**src/rtl/vbc_pkg.sv**
```systemverilog
`default_nettype none

package vbc_pkg;

    // Field and state widths
    localparam int CHAR_W     = 8;
    localparam int POS_W      = 6;
    localparam int LETTER_W   = 5;
    localparam int CFG_IDX_W  = 3;
    localparam int CFG_DATA_W = 60;

    // Key storage layout: twelve five-bit letters to a key word
    localparam int LETTERS_PER_WORD = 12;

    // Default key capacity
    localparam int DEF_MAX_KEY_LETTERS = 48;

    // Alphabet constants
    localparam logic [LETTER_W-1:0] ALPHABET_LEN  = 5'd26;
    localparam logic [CHAR_W-1:0]   CHAR_A        = 8'd65;
    localparam logic [CHAR_W-1:0]   CHAR_Z        = 8'd90;
    localparam logic [CHAR_W-1:0]   CHAR_SPACE    = 8'd32;

    // Configuration register indexes
    localparam logic [CFG_IDX_W-1:0] REG_KEY_LENGTH       = 3'd0;
    localparam logic [CFG_IDX_W-1:0] REG_DECRYPT_MODE     = 3'd1;
    localparam logic [CFG_IDX_W-1:0] REG_SUBTRACT_VARIANT = 3'd2;
    localparam logic [CFG_IDX_W-1:0] REG_KEY_WORD_0       = 3'd3;

    // Mode settings handed from the register file to the cipher core
    typedef struct packed {
        logic [POS_W-1:0] key_len;   // effective key length, 1..capacity
        logic             decrypt;
        logic             subtract;
    } t_cfg;

    // One result byte with its end-of-run flag
    typedef struct packed {
        logic [CHAR_W-1:0] out_char;
        logic              run_last;
    } t_item;

    // Reduce a five-bit key letter into 0..25.
    function automatic logic [LETTER_W-1:0] f_fold_letter(input logic [LETTER_W-1:0] k);
        logic [LETTER_W-1:0] res;
        res = (k >= ALPHABET_LEN) ? (k - ALPHABET_LEN) : k;
        return res;
    endfunction

endpackage

`default_nettype wire

```
**src/rtl/vbc_cfg_regs.sv**
```systemverilog
`default_nettype none

module vbc_cfg_regs #(
    parameter int MAX_KEY_LETTERS = vbc_pkg::DEF_MAX_KEY_LETTERS
) (
    input  wire logic                                         i_clk,
    input  wire logic                                         i_rst_n,
    input  wire logic                                         i_wr_en,
    input  wire logic [vbc_pkg::CFG_IDX_W-1:0]                i_wr_index,
    input  wire logic [vbc_pkg::CFG_DATA_W-1:0]               i_wr_data,
    output      vbc_pkg::t_cfg                                o_cfg,
    output      logic [MAX_KEY_LETTERS-1:0][vbc_pkg::LETTER_W-1:0] o_key
);

    localparam logic [vbc_pkg::POS_W-1:0] MAX_LEN = vbc_pkg::POS_W'(MAX_KEY_LETTERS);

    logic [vbc_pkg::POS_W-1:0] r_len;
    logic [vbc_pkg::POS_W-1:0] n_len;
    logic                      r_decrypt;
    logic                      r_subtract;
    logic [MAX_KEY_LETTERS-1:0][vbc_pkg::LETTER_W-1:0] r_key;

    // Length is stored already clamped to 1..capacity.
    always_comb begin
        n_len = i_wr_data[vbc_pkg::POS_W-1:0];
        if (n_len == '0) begin
            n_len = vbc_pkg::POS_W'(1);
        end else if (n_len > MAX_LEN) begin
            n_len = MAX_LEN;
        end
    end

    // Mode registers
    always_ff @(posedge i_clk) begin
        if (!i_rst_n) begin
            r_len      <= vbc_pkg::POS_W'(1);
            r_decrypt  <= 1'b0;
            r_subtract <= 1'b0;
        end else if (i_wr_en) begin
            if (i_wr_index == vbc_pkg::REG_KEY_LENGTH) begin
                r_len <= n_len;
            end
            if (i_wr_index == vbc_pkg::REG_DECRYPT_MODE) begin
                r_decrypt <= i_wr_data[0];
            end
            if (i_wr_index == vbc_pkg::REG_SUBTRACT_VARIANT) begin
                r_subtract <= i_wr_data[0];
            end
        end
    end

    // Key letters, each folded into 0..25 as it is written.
    for (genvar l = 0; l < MAX_KEY_LETTERS; l++) begin : g_key
        localparam int WORD = l / vbc_pkg::LETTERS_PER_WORD;
        localparam int OFFS = (l % vbc_pkg::LETTERS_PER_WORD) * vbc_pkg::LETTER_W;
        localparam logic [vbc_pkg::CFG_IDX_W-1:0] WORD_IDX =
            vbc_pkg::CFG_IDX_W'(int'(vbc_pkg::REG_KEY_WORD_0) + WORD);

        always_ff @(posedge i_clk) begin
            if (!i_rst_n) begin
                r_key[l] <= '0;
            end else if (i_wr_en && (i_wr_index == WORD_IDX)) begin
                r_key[l] <= vbc_pkg::f_fold_letter(i_wr_data[OFFS +: vbc_pkg::LETTER_W]);
            end
        end
    end

    assign o_cfg.key_len  = r_len;
    assign o_cfg.decrypt  = r_decrypt;
    assign o_cfg.subtract = r_subtract;
    assign o_key          = r_key;

endmodule

`default_nettype wire

```
**src/rtl/vbc_cipher_core.sv**
```systemverilog
`default_nettype none

module vbc_cipher_core #(
    parameter int MAX_KEY_LETTERS = vbc_pkg::DEF_MAX_KEY_LETTERS
) (
    input  wire logic                                         i_clk,
    input  wire logic                                         i_rst_n,
    input  wire logic                                         i_accept,
    input  wire logic [vbc_pkg::CHAR_W-1:0]                   i_char,
    input  wire logic                                         i_msg_end,
    input       vbc_pkg::t_cfg                                i_cfg,
    input  wire logic [MAX_KEY_LETTERS-1:0][vbc_pkg::LETTER_W-1:0] i_key,
    output      logic [1:0]                                   o_push_cnt,
    output      vbc_pkg::t_item                               o_item0,
    output      vbc_pkg::t_item                               o_item1
);

    localparam int KEY_IDX_W = (MAX_KEY_LETTERS > 1) ? $clog2(MAX_KEY_LETTERS) : 1;

    logic [vbc_pkg::POS_W-1:0]    r_pos;
    logic [vbc_pkg::POS_W-1:0]    n_pos;
    logic [vbc_pkg::POS_W-1:0]    pos_eff;
    logic [vbc_pkg::POS_W-1:0]    pos_inc;
    logic                         is_letter;
    logic                         is_space;
    logic                         group_done;
    logic                         use_sub;
    logic [vbc_pkg::LETTER_W-1:0] plain_idx;
    logic [vbc_pkg::LETTER_W-1:0] key_letter;
    logic [vbc_pkg::LETTER_W:0]   sum;
    logic [vbc_pkg::LETTER_W:0]   sum_mod;
    logic [vbc_pkg::CHAR_W-1:0]   letter_out;

    // A position left past a shortened key restarts at the first letter.
    assign pos_eff = (r_pos >= i_cfg.key_len) ? '0 : r_pos;
    assign pos_inc = pos_eff + vbc_pkg::POS_W'(1);

    assign is_letter  = (i_char >= vbc_pkg::CHAR_A) && (i_char <= vbc_pkg::CHAR_Z);
    assign is_space   = (i_char == vbc_pkg::CHAR_SPACE);
    assign group_done = (pos_inc >= i_cfg.key_len);
    assign use_sub    = i_cfg.subtract ^ i_cfg.decrypt;

    // Letter arithmetic modulo 26
    assign plain_idx  = vbc_pkg::LETTER_W'(i_char - vbc_pkg::CHAR_A);
    assign key_letter = i_key[pos_eff[KEY_IDX_W-1:0]];

    always_comb begin
        if (use_sub) begin
            sum = {1'b0, plain_idx} + {1'b0, vbc_pkg::ALPHABET_LEN} - {1'b0, key_letter};
        end else begin
            sum = {1'b0, plain_idx} + {1'b0, key_letter};
        end
        sum_mod = (sum >= {1'b0, vbc_pkg::ALPHABET_LEN}) ?
                  (sum - {1'b0, vbc_pkg::ALPHABET_LEN}) : sum;
    end

    assign letter_out = vbc_pkg::CHAR_A + vbc_pkg::CHAR_W'(sum_mod);

    // Results caused by this byte and the next key position
    always_comb begin
        o_item0.out_char = i_char;
        o_item0.run_last = 1'b1;
        o_item1.out_char = vbc_pkg::CHAR_SPACE;
        o_item1.run_last = 1'b1;
        o_push_cnt       = 2'd1;
        n_pos            = pos_eff;
        if (is_letter) begin
            o_item0.out_char = letter_out;
            n_pos            = group_done ? '0 : pos_inc;
            if (group_done && !i_cfg.decrypt) begin
                o_item0.run_last = 1'b0;
                o_push_cnt       = 2'd2;
            end
        end else if (is_space && i_cfg.decrypt) begin
            o_push_cnt = 2'd0;
        end
        if (i_msg_end) begin
            n_pos = '0;
        end
    end

    // Key position register
    always_ff @(posedge i_clk) begin
        if (!i_rst_n) begin
            r_pos <= '0;
        end else if (i_accept) begin
            r_pos <= n_pos;
        end
    end

endmodule

`default_nettype wire

```
**src/rtl/vbc_out_queue.sv**
```systemverilog
`default_nettype none

module vbc_out_queue (
    input  wire logic           i_clk,
    input  wire logic           i_rst_n,
    input  wire logic [1:0]     i_push_cnt,
    input       vbc_pkg::t_item i_item0,
    input       vbc_pkg::t_item i_item1,
    output      logic           o_room,
    output      logic           o_valid,
    input  wire logic           i_ready,
    output      vbc_pkg::t_item o_item
);

    // Three slots: one being offered plus room for a letter and its group space.
    localparam int DEPTH = 3;

    vbc_pkg::t_item r_q [DEPTH];
    vbc_pkg::t_item n_q [DEPTH];
    logic [1:0]     r_cnt;
    logic [1:0]     n_cnt;
    logic [1:0]     cnt_pop;
    logic           pop;

    assign pop     = (r_cnt != 2'd0) && i_ready;
    assign cnt_pop = pop ? (r_cnt - 2'd1) : r_cnt;

    // Shift out the head on a taken request, then append the new results.
    always_comb begin
        n_q = r_q;
        if (pop) begin
            n_q[0] = r_q[1];
            n_q[1] = r_q[2];
        end
        n_cnt = cnt_pop + i_push_cnt;
        case (i_push_cnt)
            2'd1: begin
                n_q[cnt_pop] = i_item0;
            end
            2'd2: begin
                n_q[cnt_pop]         = i_item0;
                n_q[cnt_pop + 2'd1]  = i_item1;
            end
            default: begin
                n_cnt = cnt_pop;
            end
        endcase
    end

    always_ff @(posedge i_clk) begin
        if (!i_rst_n) begin
            r_cnt <= '0;
        end else begin
            r_cnt <= n_cnt;
        end
    end

    always_ff @(posedge i_clk) begin
        r_q <= n_q;
    end

    assign o_room  = (r_cnt <= 2'd1);
    assign o_valid = (r_cnt != 2'd0);
    assign o_item  = r_q[0];

endmodule

`default_nettype wire

```
**src/rtl/vigenere_beaufort_stream_cipher.sv**
```systemverilog
// Repeating-key letter cipher over a byte stream.
// Input stream: s_axis tdata carries one message byte, tlast marks the last
// byte of a message; the key position returns to the first letter after it.
// Output stream: m_axis tdata carries one result byte, tlast is set on the
// final result that an input byte causes.
// Configuration: cfg_valid/cfg_ready with a register index and data; writes
// are taken in every cycle and must only be made while the stream is idle.
// Results are registered in the output queue and offered from its head.
// Throughput: one byte per cycle while m_axis tready is high. On encrypt, a
// letter that closes a key group also yields a space, which holds s_axis
// tready low until the three-entry output queue has two free slots again.
// Reset: the key length returns to 1, modes and key letters to zero, the key
// position to the first letter, and the output queue empties.
// Stall: while the receiver holds tready low the queue keeps its results and
// s_axis tready drops once fewer than two slots are free.
`default_nettype none

module vigenere_beaufort_stream_cipher #(
    parameter int MAX_KEY_LETTERS = vbc_pkg::DEF_MAX_KEY_LETTERS
) (
    input  wire logic                             i_clk,
    input  wire logic                             i_rst_n,
    // Configuration write channel
    input  wire logic                             i_cfg_valid,
    output      logic                             o_cfg_ready,
    input  wire logic [vbc_pkg::CFG_IDX_W-1:0]    i_cfg_index,
    input  wire logic [vbc_pkg::CFG_DATA_W-1:0]   i_cfg_data,
    // Input byte stream
    input  wire logic                             i_s_axis_tvalid,
    output      logic                             o_s_axis_tready,
    input  wire logic [vbc_pkg::CHAR_W-1:0]       i_s_axis_tdata,  // [7:0] in_char
    input  wire logic                             i_s_axis_tlast,  // message_end
    // Result byte stream
    output      logic                             o_m_axis_tvalid,
    input  wire logic                             i_m_axis_tready,
    output      logic [vbc_pkg::CHAR_W-1:0]       o_m_axis_tdata,  // [7:0] out_char
    output      logic                             o_m_axis_tlast   // run_last
);

    vbc_pkg::t_cfg  cfg;
    vbc_pkg::t_item item0;
    vbc_pkg::t_item item1;
    vbc_pkg::t_item head;
    logic [MAX_KEY_LETTERS-1:0][vbc_pkg::LETTER_W-1:0] key;
    logic [1:0]     push_cnt;
    logic           room;
    logic           accept;
    logic           cfg_wr;

    // Register writes never wait.
    assign o_cfg_ready = 1'b1;
    assign cfg_wr      = i_cfg_valid;

    assign o_s_axis_tready = room;
    assign accept          = i_s_axis_tvalid && room;

    vbc_cfg_regs #(
        .MAX_KEY_LETTERS (MAX_KEY_LETTERS)
    ) u_cfg (
        .i_clk      (i_clk),
        .i_rst_n    (i_rst_n),
        .i_wr_en    (cfg_wr),
        .i_wr_index (i_cfg_index),
        .i_wr_data  (i_cfg_data),
        .o_cfg      (cfg),
        .o_key      (key)
    );

    vbc_cipher_core #(
        .MAX_KEY_LETTERS (MAX_KEY_LETTERS)
    ) u_core (
        .i_clk      (i_clk),
        .i_rst_n    (i_rst_n),
        .i_accept   (accept),
        .i_char     (i_s_axis_tdata),
        .i_msg_end  (i_s_axis_tlast),
        .i_cfg      (cfg),
        .i_key      (key),
        .o_push_cnt (push_cnt),
        .o_item0    (item0),
        .o_item1    (item1)
    );

    vbc_out_queue u_queue (
        .i_clk      (i_clk),
        .i_rst_n    (i_rst_n),
        .i_push_cnt (accept ? push_cnt : 2'd0),
        .i_item0    (item0),
        .i_item1    (item1),
        .o_room     (room),
        .o_valid    (o_m_axis_tvalid),
        .i_ready    (i_m_axis_tready),
        .o_item     (head)
    );

    assign o_m_axis_tdata = head.out_char;
    assign o_m_axis_tlast = head.run_last;

endmodule

`default_nettype wire
```
**config.mk**
```make
export PLATFORM = sky130hd
export DESIGN_NAME = vigenere_beaufort_stream_cipher
export DESIGN_NICKNAME = d
export VERILOG_FILES = /design/src/rtl/vbc_pkg.sv /design/src/rtl/vbc_cfg_regs.sv /design/src/rtl/vbc_cipher_core.sv /design/src/rtl/vbc_out_queue.sv /design/src/rtl/vigenere_beaufort_stream_cipher.sv
export SDC_FILE = /design/constraint.sdc
export NUM_CORES = 1
export LEC_CHECK = 0
export BUFFER_PORTS_ARGS = -buffer_cell sky130_fd_sc_hd__buf_2
export CAP_MARGIN = 10
export CORE_MARGIN = 2
export CORE_UTILIZATION = 35
export CTS_CLUSTER_SIZE = 40
export DETAILED_ROUTE_END_ITERATION = 10
export GPL_ROUTABILITY_DRIVEN = 0
export PLACE_DENSITY = 0.59
export SLEW_MARGIN = 30
export SYNTH_ARGS = -nofsm -noshare
export SYNTH_HDL_FRONTEND = slang
export SYNTH_SLANG_ARGS = --single-unit
export TNS_END_PERCENT = 5
```
**constraint.sdc**
```tcl
create_clock -name i_clk -period 6.05 [get_ports i_clk]
set_input_delay 0.9075 -clock i_clk [delete_from_list [all_inputs] [get_ports i_clk]]
set_output_delay 0.9075 -clock i_clk [all_outputs]
set_load 0.01 [all_outputs]
```
==> results.md, run 1 <==
- Starting Density: 35.5%
- Placed Cells: 2621
- Cell taking the most area after synthesis: dfxtp_1
- Hold EP: u_cfg.o_key[197]$_SDFFE_PN0P_
- Final Critical Period: 5.65 ns
- Gr ovfl total: 0
- Design area: about 18000 um^2
- DRC viols: 0
- EDFF count, synth: 9
- Post-DRT Antenna Nets: 0
- H-Tree Depth: 2
- I/O Pins: 89
- Synth Register Bits: 283
- Hold-critical path depth: 2
- Crit. End Element: flip-flop
- Post-cts resize count: 0
- Row count: 77
- CTS tree: built
- Tcrit/Tclk final: approximately 93%
- R2R cell count: 25
- R2r setup slk: 0.40 ns
- Detailed Route Iter0 Violations: 1253
- Worst-Skew Late Latency: 0.52 ns
- Hold_sp: u_cfg.o_key[197]$_SDFFE_PN0P_
- Total CTS buffers: 34
- CP Data Required Time: 6.28 ns
- Reg clk slew, reported paths: 0.06 ns
- Startpoint Class: flip-flop
- Worst r2r dst: u_queue.r_q[6]$_DFFE_PN_
- Number of global-route vias before repair: 13800
- Cell count after synthesis: 2028
- Most used DFF post-synth: dfxtp_1
- Layout cells sized above 1: 11.3%
- First-pass GRT wire length: 78300 um
- Sequential area share after synthesis: 36.5%
- Status: finished clean
- Filler Cell Count: 4560
- Post-synth ARST share: 0%
- Critical Path AT: 5.87 ns
- Max Fclk: 0.177 GHz
- Via density: around 5.4
- Detail Placement HPWL: 34200 um
- RSZ-0062 raised after global routing: false
- Clock Sinks: 283
- Port Buffers: 87
- Synthesized Nets: about 2200
- Placed inst area: about 17000 um^2
- Drt pass-1 iters: 6
- Worst clock skew: 0.0148 ns
- Setup TNS Final: 0 ns
- Critical R2R Launch: u_cfg.r_len[2]$_SDFFE_PN0P_
- Die width: 216 um
- Pwr/cell area: 280 nW/um^2
- WL per Instance: roughly 19 um
- Peak supply drop: 0.259 mV
- Avg Cell Area, Syn: between 7 and 8 um^2
- Commonest cells in the netlist: nand2_1 (591), dfxtp_1 (274), a21boi_0 (236)
- Mapped cell area: 15800 um^2
- Non-Filler Instances: around 2700
- Hold Vio Cnt, Final: 0
- Leak pwr: 0.00663 uW
- # diodes: 0
- Die area: between 40000 and 50000 um^2
- Cell variety after synth: 67
- Area contributors post-synth: dfxtp_1 (35%), nand2_1 (14%), a21boi_0 (11%)
- Worst Hold Class: flip-flop to flip-flop
- Hold Slack: 0.461 ns
- Setup CP Type: flip-flop to flip-flop
- Final-stage net count: around 2200
- Root Buffer: clkbuf_16
- Max_slew headroom: about a third
- Top-count cell post-synth: nand2_1
- Die Ht: 216 um
- Clock Tree Buf Depth: 3
- Maxcap violations: 0
- Cts hold-fix bufs: 0
- CP max FO: 21
- Yosys warning count: 0
- Synth-to-layout area growth: 14.2%
- Endpoints failing setup: 0
- Tightest Pin Transition: 0.996 ns
- Synth top area share: 34.8%
- Post-CTS Setup Bufs: 0
- Fin. max-slew vios: 0
- Via count: 14400
- Drt total wl: 49900 um
- Total track usage: a little over a fifth
- Core ar.: roughly 44000 um^2
- Initial antenna violation count: 0
- Largest net degree at the start of global routing: 178
-- where the power goes --
group          switching (uW)  leakage, uW  total, uW  internal, uW
combinational             638      0.00379       1010           374
sequential               64.1      0.00231       2060          1990
clock                     798     0.000531       1980          1180
-- per-layer routing --
layer | vias up | GRT usage [%] | routed length [um]
li1 | 7075 | - | -
met1 | 6786 | 27.6 | 22000
met2 | 446 | 33.8 | 22700
met3 | 108 | 3.80 | 3030
met4 | 0 | 9.13 | 2140
met5 | - | 0 | 0
-- registers in the layout, indices dropped and copies added, names as in the netlist --
register          flops
u_cfg.r_decrypt       1
u_cfg.r_subtract      1
u_cfg.r_len           6
u_queue.r_q          18
u_queue.r_cnt         2
u_core.r_pos          6
u_queue.o_item        9
u_cfg.o_key         240
-- final cells by class --
| class | count | area, um^2 | area share, % |
|---|---|---|---|
| multi-input cells | 1531 | 9280 | 51.5 |
| flip-flops and latches | 283 | 5760 | 31.9 |
| clock buffers | 52 | 1040 | 5.78 |
| repair buffers | 142 | 896 | 4.97 |
| well taps | 592 | 741 | 4.11 |
| inverters | 73 | 274 | 1.52 |
| clock inverters | 6 | 36.3 | 0.201 |
-- logic make-up (layout without fill, tap and decap cells) --
family | count (synthesis) | after routing | synth area share (%)
AO/OA/AOI/OAI | 601 | 601 | 26.9
XOR/XNOR | 19 | 19 | 1.15
adder cells (fa/ha/maj) | 52 | 52 | 4.22
buffers and inverters | 214 | 273 | 5.49
flip-flops | 283 | 283 | 36.5
multiplexers | 81 | 81 | 5.64
other | 1 | 1 | 0.0238
AND/OR/NAND/NOR | 777 | 777 | 20.2
-- how the worst max path moves through the flow --
stage               slack [ns]                  endpoint                         start  cells past startpoint
finish                    0.40  u_queue.r_q[6]$_DFFE_PN_   u_cfg.r_len[2]$_SDFFE_PN0P_                     25
global route             0.008   u_queue.r_q[11]$_DFF_P_  u_core.r_pos[0]$_SDFFE_PN0P_                     28
CTS                       0.24  u_queue.r_q[4]$_DFFE_PN_   u_cfg.r_len[4]$_SDFFE_PN0P_                     24
detailed placement        0.24  u_queue.r_q[5]$_DFFE_PN_   u_cfg.r_len[4]$_SDFFE_PN0P_                     25
global placement          0.33  u_queue.r_q[5]$_DFFE_PN_   u_cfg.r_len[4]$_SDFFE_PN0P_                     25
floorplan                 0.07  u_queue.r_q[5]$_DFFE_PN_  u_core.r_pos[0]$_SDFFE_PN0P_                     26
-- placed cells by master (no fill, tap or decap), drive strengths merged, types with 8 or more instances in the layout --
master,synthesis,routed
nand2,592,592
o21ai,83,83
o22ai,14,14
a21o,13,13
buf,33,142
and3,14,14
nor2,69,69
clkinv,3,9
xnor2,11,11
a21oi,73,73
nand3,28,28
clkbuf,108,52
and2,12,12
a21boi,236,236
edfxtp,9,9
o221ai,10,10
o31ai,21,21
ha,50,50
inv,70,70
nor3,16,16
a211oi,14,14
a221oi,28,28
a31oi,24,24
xor2,8,8
o211ai,8,8
o21a,17,17
dfxtp,274,274
mux2i,69,69
o211a,22,22
nand2b,11,11
-- critical path: stages, from the launching register on --
cell      delay, ns
dfxtp_1        0.33
inv_1          0.06
ha_1           0.32
a21o_1         0.20
a31oi_2        0.22
o21a_1         0.19
buf_4          0.14
and2_2         0.20
buf_4          0.28
nand2_1        0.08
and3_1         0.16
a31oi_1        0.32
o221ai_1       0.17
nand4_1        0.23
ha_1           0.21
inv_1          0.06
fa_1           0.38
nand2b_1       0.16
a21oi_1        0.15
xor2_1         0.25
mux2i_1        0.15
o211a_1        0.27
a211oi_4       0.33
nor2_1         0.07
a31oi_1        0.28
a221oi_1       0.14
-- per-stage QoR --
stage,power [uW],utilization [%],setup slack (ns)
CTS,5070,40.5,0.242
finish,5050,40.6,0.403
global placement,3070,38.0,0.333
detailed placement,3100,38.0,0.239
global route,5290,40.6,0.00754
floorplan,2780,-,0.0677
No activity file was read; power rests on OpenSTA's default activity.
==> run 2, diff against run 1 <==
--- a/config.mk
+++ b/config.mk
@@ -9,10 +9,11 @@
 export CAP_MARGIN = 10
 export CORE_MARGIN = 2
 export CORE_UTILIZATION = 35
+export CTS_BUF_LIST = sky130_fd_sc_hd__clkbuf_16
 export CTS_CLUSTER_SIZE = 40
 export DETAILED_ROUTE_END_ITERATION = 10
 export GPL_ROUTABILITY_DRIVEN = 0
-export PLACE_DENSITY = 0.59
+export PLACE_DENSITY_LB_ADDON = 0.15
 export SLEW_MARGIN = 30
 export SYNTH_ARGS = -nofsm -noshare
 export SYNTH_HDL_FRONTEND = slang
==> run 2 against run 1 <==
Effect of this change:
- cell area down 0.53%
- core utilization down 0.22 points
- combinational power about the same
- hold slack better by 0.0015 ns
- cell count down 0.30%
- setup slack worse by 0.025 ns
- via count down 0.40%
- global-route usage up 0.80 points
- non-clock buffer count down 7
- critical path depth down 1
- routed wire length up 3.3%
- clock skew up 0.011 ns
- critical endpoint unchanged
- highest routed layer unchanged
==> results.md, run 2 (same netlist as run 1, synthesis figures left out) <==
- Worst Hold Class: flip-flop to flip-flop
- Startpoint Class: flip-flop
- Worst-Skew Late Latency: 0.54 ns (+0.02 ns)
- R2r setup slk: 0.38 ns (-0.03 ns)
- Hold-critical path depth: 2 (unchanged)
- Fin. max-slew vios: 0 (unchanged)
- Drt total wl: 51500 um (+3.3%)
- Detail Placement HPWL: 35000 um (+2.5%)
- Gr ovfl total: 0 (unchanged)
- Clock Tree Buf Depth: 3 (unchanged)
- Clock Sinks: 283 (unchanged)
- Final-stage net count: 2187 (-0.32%)
- Tightest Pin Transition: 1.00 ns (+0.00784 ns)
- Cells along the critical path: inv_1 -> ha_1 -> a21o_1 -> a31oi_2 -> o21ai_2 -> nor2_1 -> buf_4 -> a221oi_1 -> a211o_1 -> a31oi_1 -> o32ai_1 -> nand4_1 -> ha_1 -> ha_1 -> fa_1 -> xnor2_1 -> nor2_1 -> a22oi_2 -> buf_4 -> nor2_1 -> o2bb2ai_1 -> nor2_1 -> a31oi_1 -> a221oi_1
- Max_slew headroom: 32.5% (-1.1 points)
- Die Ht: 216 um (unchanged)
- Cts hold-fix bufs: 0 (unchanged)
- # diodes: 0 (unchanged)
- Pwr/cell area: 276 nW/um^2 (-1.6%)
- Post-DRT Antenna Nets: 0 (unchanged)
- Setup CP Type: flip-flop to flip-flop
- Most common cell after layout, fill and taps aside: nand2_1
- Reg power frac: 41.6% (+0.9 points)
- Synth-to-layout area growth: 13.6%
- Final Critical Period: 5.67 ns (+0.0254 ns)
- Max incr delay on CP: 0.43 ns (+0.05 ns)
- Top delay family on crit path: compound AO/OA/AOI/OAI gates
- Starting Density: 35.5% (unchanged)
- Comb pwr share: 20.4% (+0.4 points)
- Critical Path AT: 5.92 ns (+0.05 ns)
- H-Tree Depth: 2 (unchanged)
- Cell mode on critical path: nor2_1
- Drt pass-1 iters: 5 (-1)
- Port Buffers: 87 (unchanged)
- Max Fclk: 0.176 GHz (-0.45%)
- Largest register FFs: 240 (unchanged)
- Root Buffer: clkbuf_16
- Levels on crit path: 24 (-4.0%)
- I/O Pins: 89 (unchanged)
- Hold Vio Cnt, Final: 0 (unchanged)
- Die area: 46800 um^2 (unchanged)
- Largest net degree at the start of global routing: 155 (-13%)
- Core ar.: 44400 um^2 (unchanged)
- CTS tree: built
- Endpoints failing setup: 0 (unchanged)
- Via count: 14400 (-0.40%)
- CP max stage cell: nor2_1
- CP Data Required Time: 6.30 ns (+0.02 ns)
- Number of global-route vias before repair: 13800 (-0.094%)
- DRC viols: 0 (unchanged)
- Worst clock skew: 0.0263 ns (+0.0115 ns)
- Clk pwr share: 38.0% (-1.2 points)
- Die width: 216 um (unchanged)
- Tcrit/Tclk final: 93.8% (+0.42 points)
- Initial antenna violation count: 0 (unchanged)
- Maxcap violations: 0 (unchanged)
- Buf+Inv Stages, Crit Path: 3 (-1)
- Layout cells sized above 1: 10.7% (-0.58 points)
- WL per Instance: 19.3 um (+3.6%)
- Multi-input logic area: 9260 um^2 (-0.19%)
- Setup TNS Final: 0 ns (unchanged)
- Detailed Route Iter0 Violations: 1061 (-15%)
- Row count: 77 (unchanged)
- RSZ-0062 raised after global routing: false
- Sw Ratio: 30.6% (+0.93 points)
- Commonest cells after routing, fill and taps aside: nand2_1 (590), dfxtp_1 (272), a21boi_0 (235)
- Peak supply drop: 0.217 mV (-16%)
- Int Pwr: 3430 uW (-3.5%)
- R2R cell count: 24 (-4.0%)
- Tot Pwr: 4940 uW (-2.2%)
- Crit. End Element: flip-flop
- First-pass GRT wire length: 80200 um (+2.5%)
- Area taken by flip-flops and latches: 5760 um^2 (about the same)
- Total track usage: 21.8% (+0.80 points)
- Filler Cell Count: 4556 (-0.088%)
- Status: finished clean
- Reg clk slew, reported paths: 0.06 ns (about the same)
- Via density: 5.38 (about the same)
- Switch Pwr: 1510 uW (+0.88%)
- CP max FO: 5 (-76%)
- Leak pwr: 0.00661 uW (-0.36%)
- Total CTS buffers: 34 (unchanged)
==> run 2: cell count changes in the layout (fill, tap and decap cells not counted), sizes merged <==
cell / delta
clkinvlp: +1
clkinv: +3
clkbuf: -15
buf: -8
inv: +11
==> run 2: what timing repair did <==
action	4_1_cts	5_1_grt
setup buffers	0	1
endpoints found under the setup margin	0	15
endpoints found under the hold margin	0	0
resized for setup	0	13
==> run 2: power by group through the flow <==
stage               clock [uW]  sequential (uW)  combinational (uW)
floorplan                    0             2080                 698
global placement             0             2090                 982
detailed placement           0             2100                 996
CTS                       1930             2060                1000
global route              2000             2070                1120
finish                    1880             2060                1010
==> run 2: worst reg2reg max path: cells and delay by family, from the launching register on <==
family	cells	cell delay, ns
AOI/OAI and AO/OA	11	2.33
adders and majority gates	4	1.25
and+or+nand+nor	5	0.82
buffers and inverters	3	0.46
DFF	1	0.33
xor gates and xnor gates	1	0.21
==> run 2: layout make-up <==
class / count / share of cell area [%]
Multi-Input combinational cell: 1531 / 51.7
Sequential cell: 283 / 32.1
Clock buffer: 36 / 5.02
Timing Repair Buffer: 135 / 5.01
Tap cell: 592 / 4.13
Inverter: 73 / 1.53
Clock inverter: 21 / 0.530
==> run 2: worst paths after layout <==
path | from | endpoint
max | u_cfg.r_len[2]$_SDFFE_PN0P_ | u_queue.r_q[6]$_DFFE_PN_
max reg2reg | u_cfg.r_len[2]$_SDFFE_PN0P_ | u_queue.r_q[6]$_DFFE_PN_
min | u_cfg.o_key[154]$_SDFFE_PN0P_ | u_cfg.o_key[154]$_SDFFE_PN0P_
min reg2reg | u_cfg.o_key[154]$_SDFFE_PN0P_ | u_cfg.o_key[154]$_SDFFE_PN0P_
==> run 2: per-layer routing <==
metal	vias up	share of wire, %	track usage (%)
met5	-	0	0
met4	0	2.9	6.99
met3	67	4.4	3.42
met2	304	47	36.5
met1	6925	46	28.8
li1	7062	-	-
==> run 2: through the flow <==
| step | hold WS (ns) | instance area [um^2] | setup WS, ns | cells | utilization [%] |
|---|---|---|---|---|---|
| after global routing | 0.484 | 17900 | 0.0229 | 2671 | 40.4 |
| after global placement | 0.450 | 16800 | 0.320 | 2611 | 37.8 |
| after detailed placement | 0.456 | 16900 | 0.188 | 2613 | 38.0 |
| after CTS | 0.465 | 17900 | 0.187 | 2670 | 40.2 |
| after floorplan | 0.440 | 15800 | 0.0677 | 2028 | - |
| final | 0.462 | 17900 | 0.378 | 2671 | 40.4 |
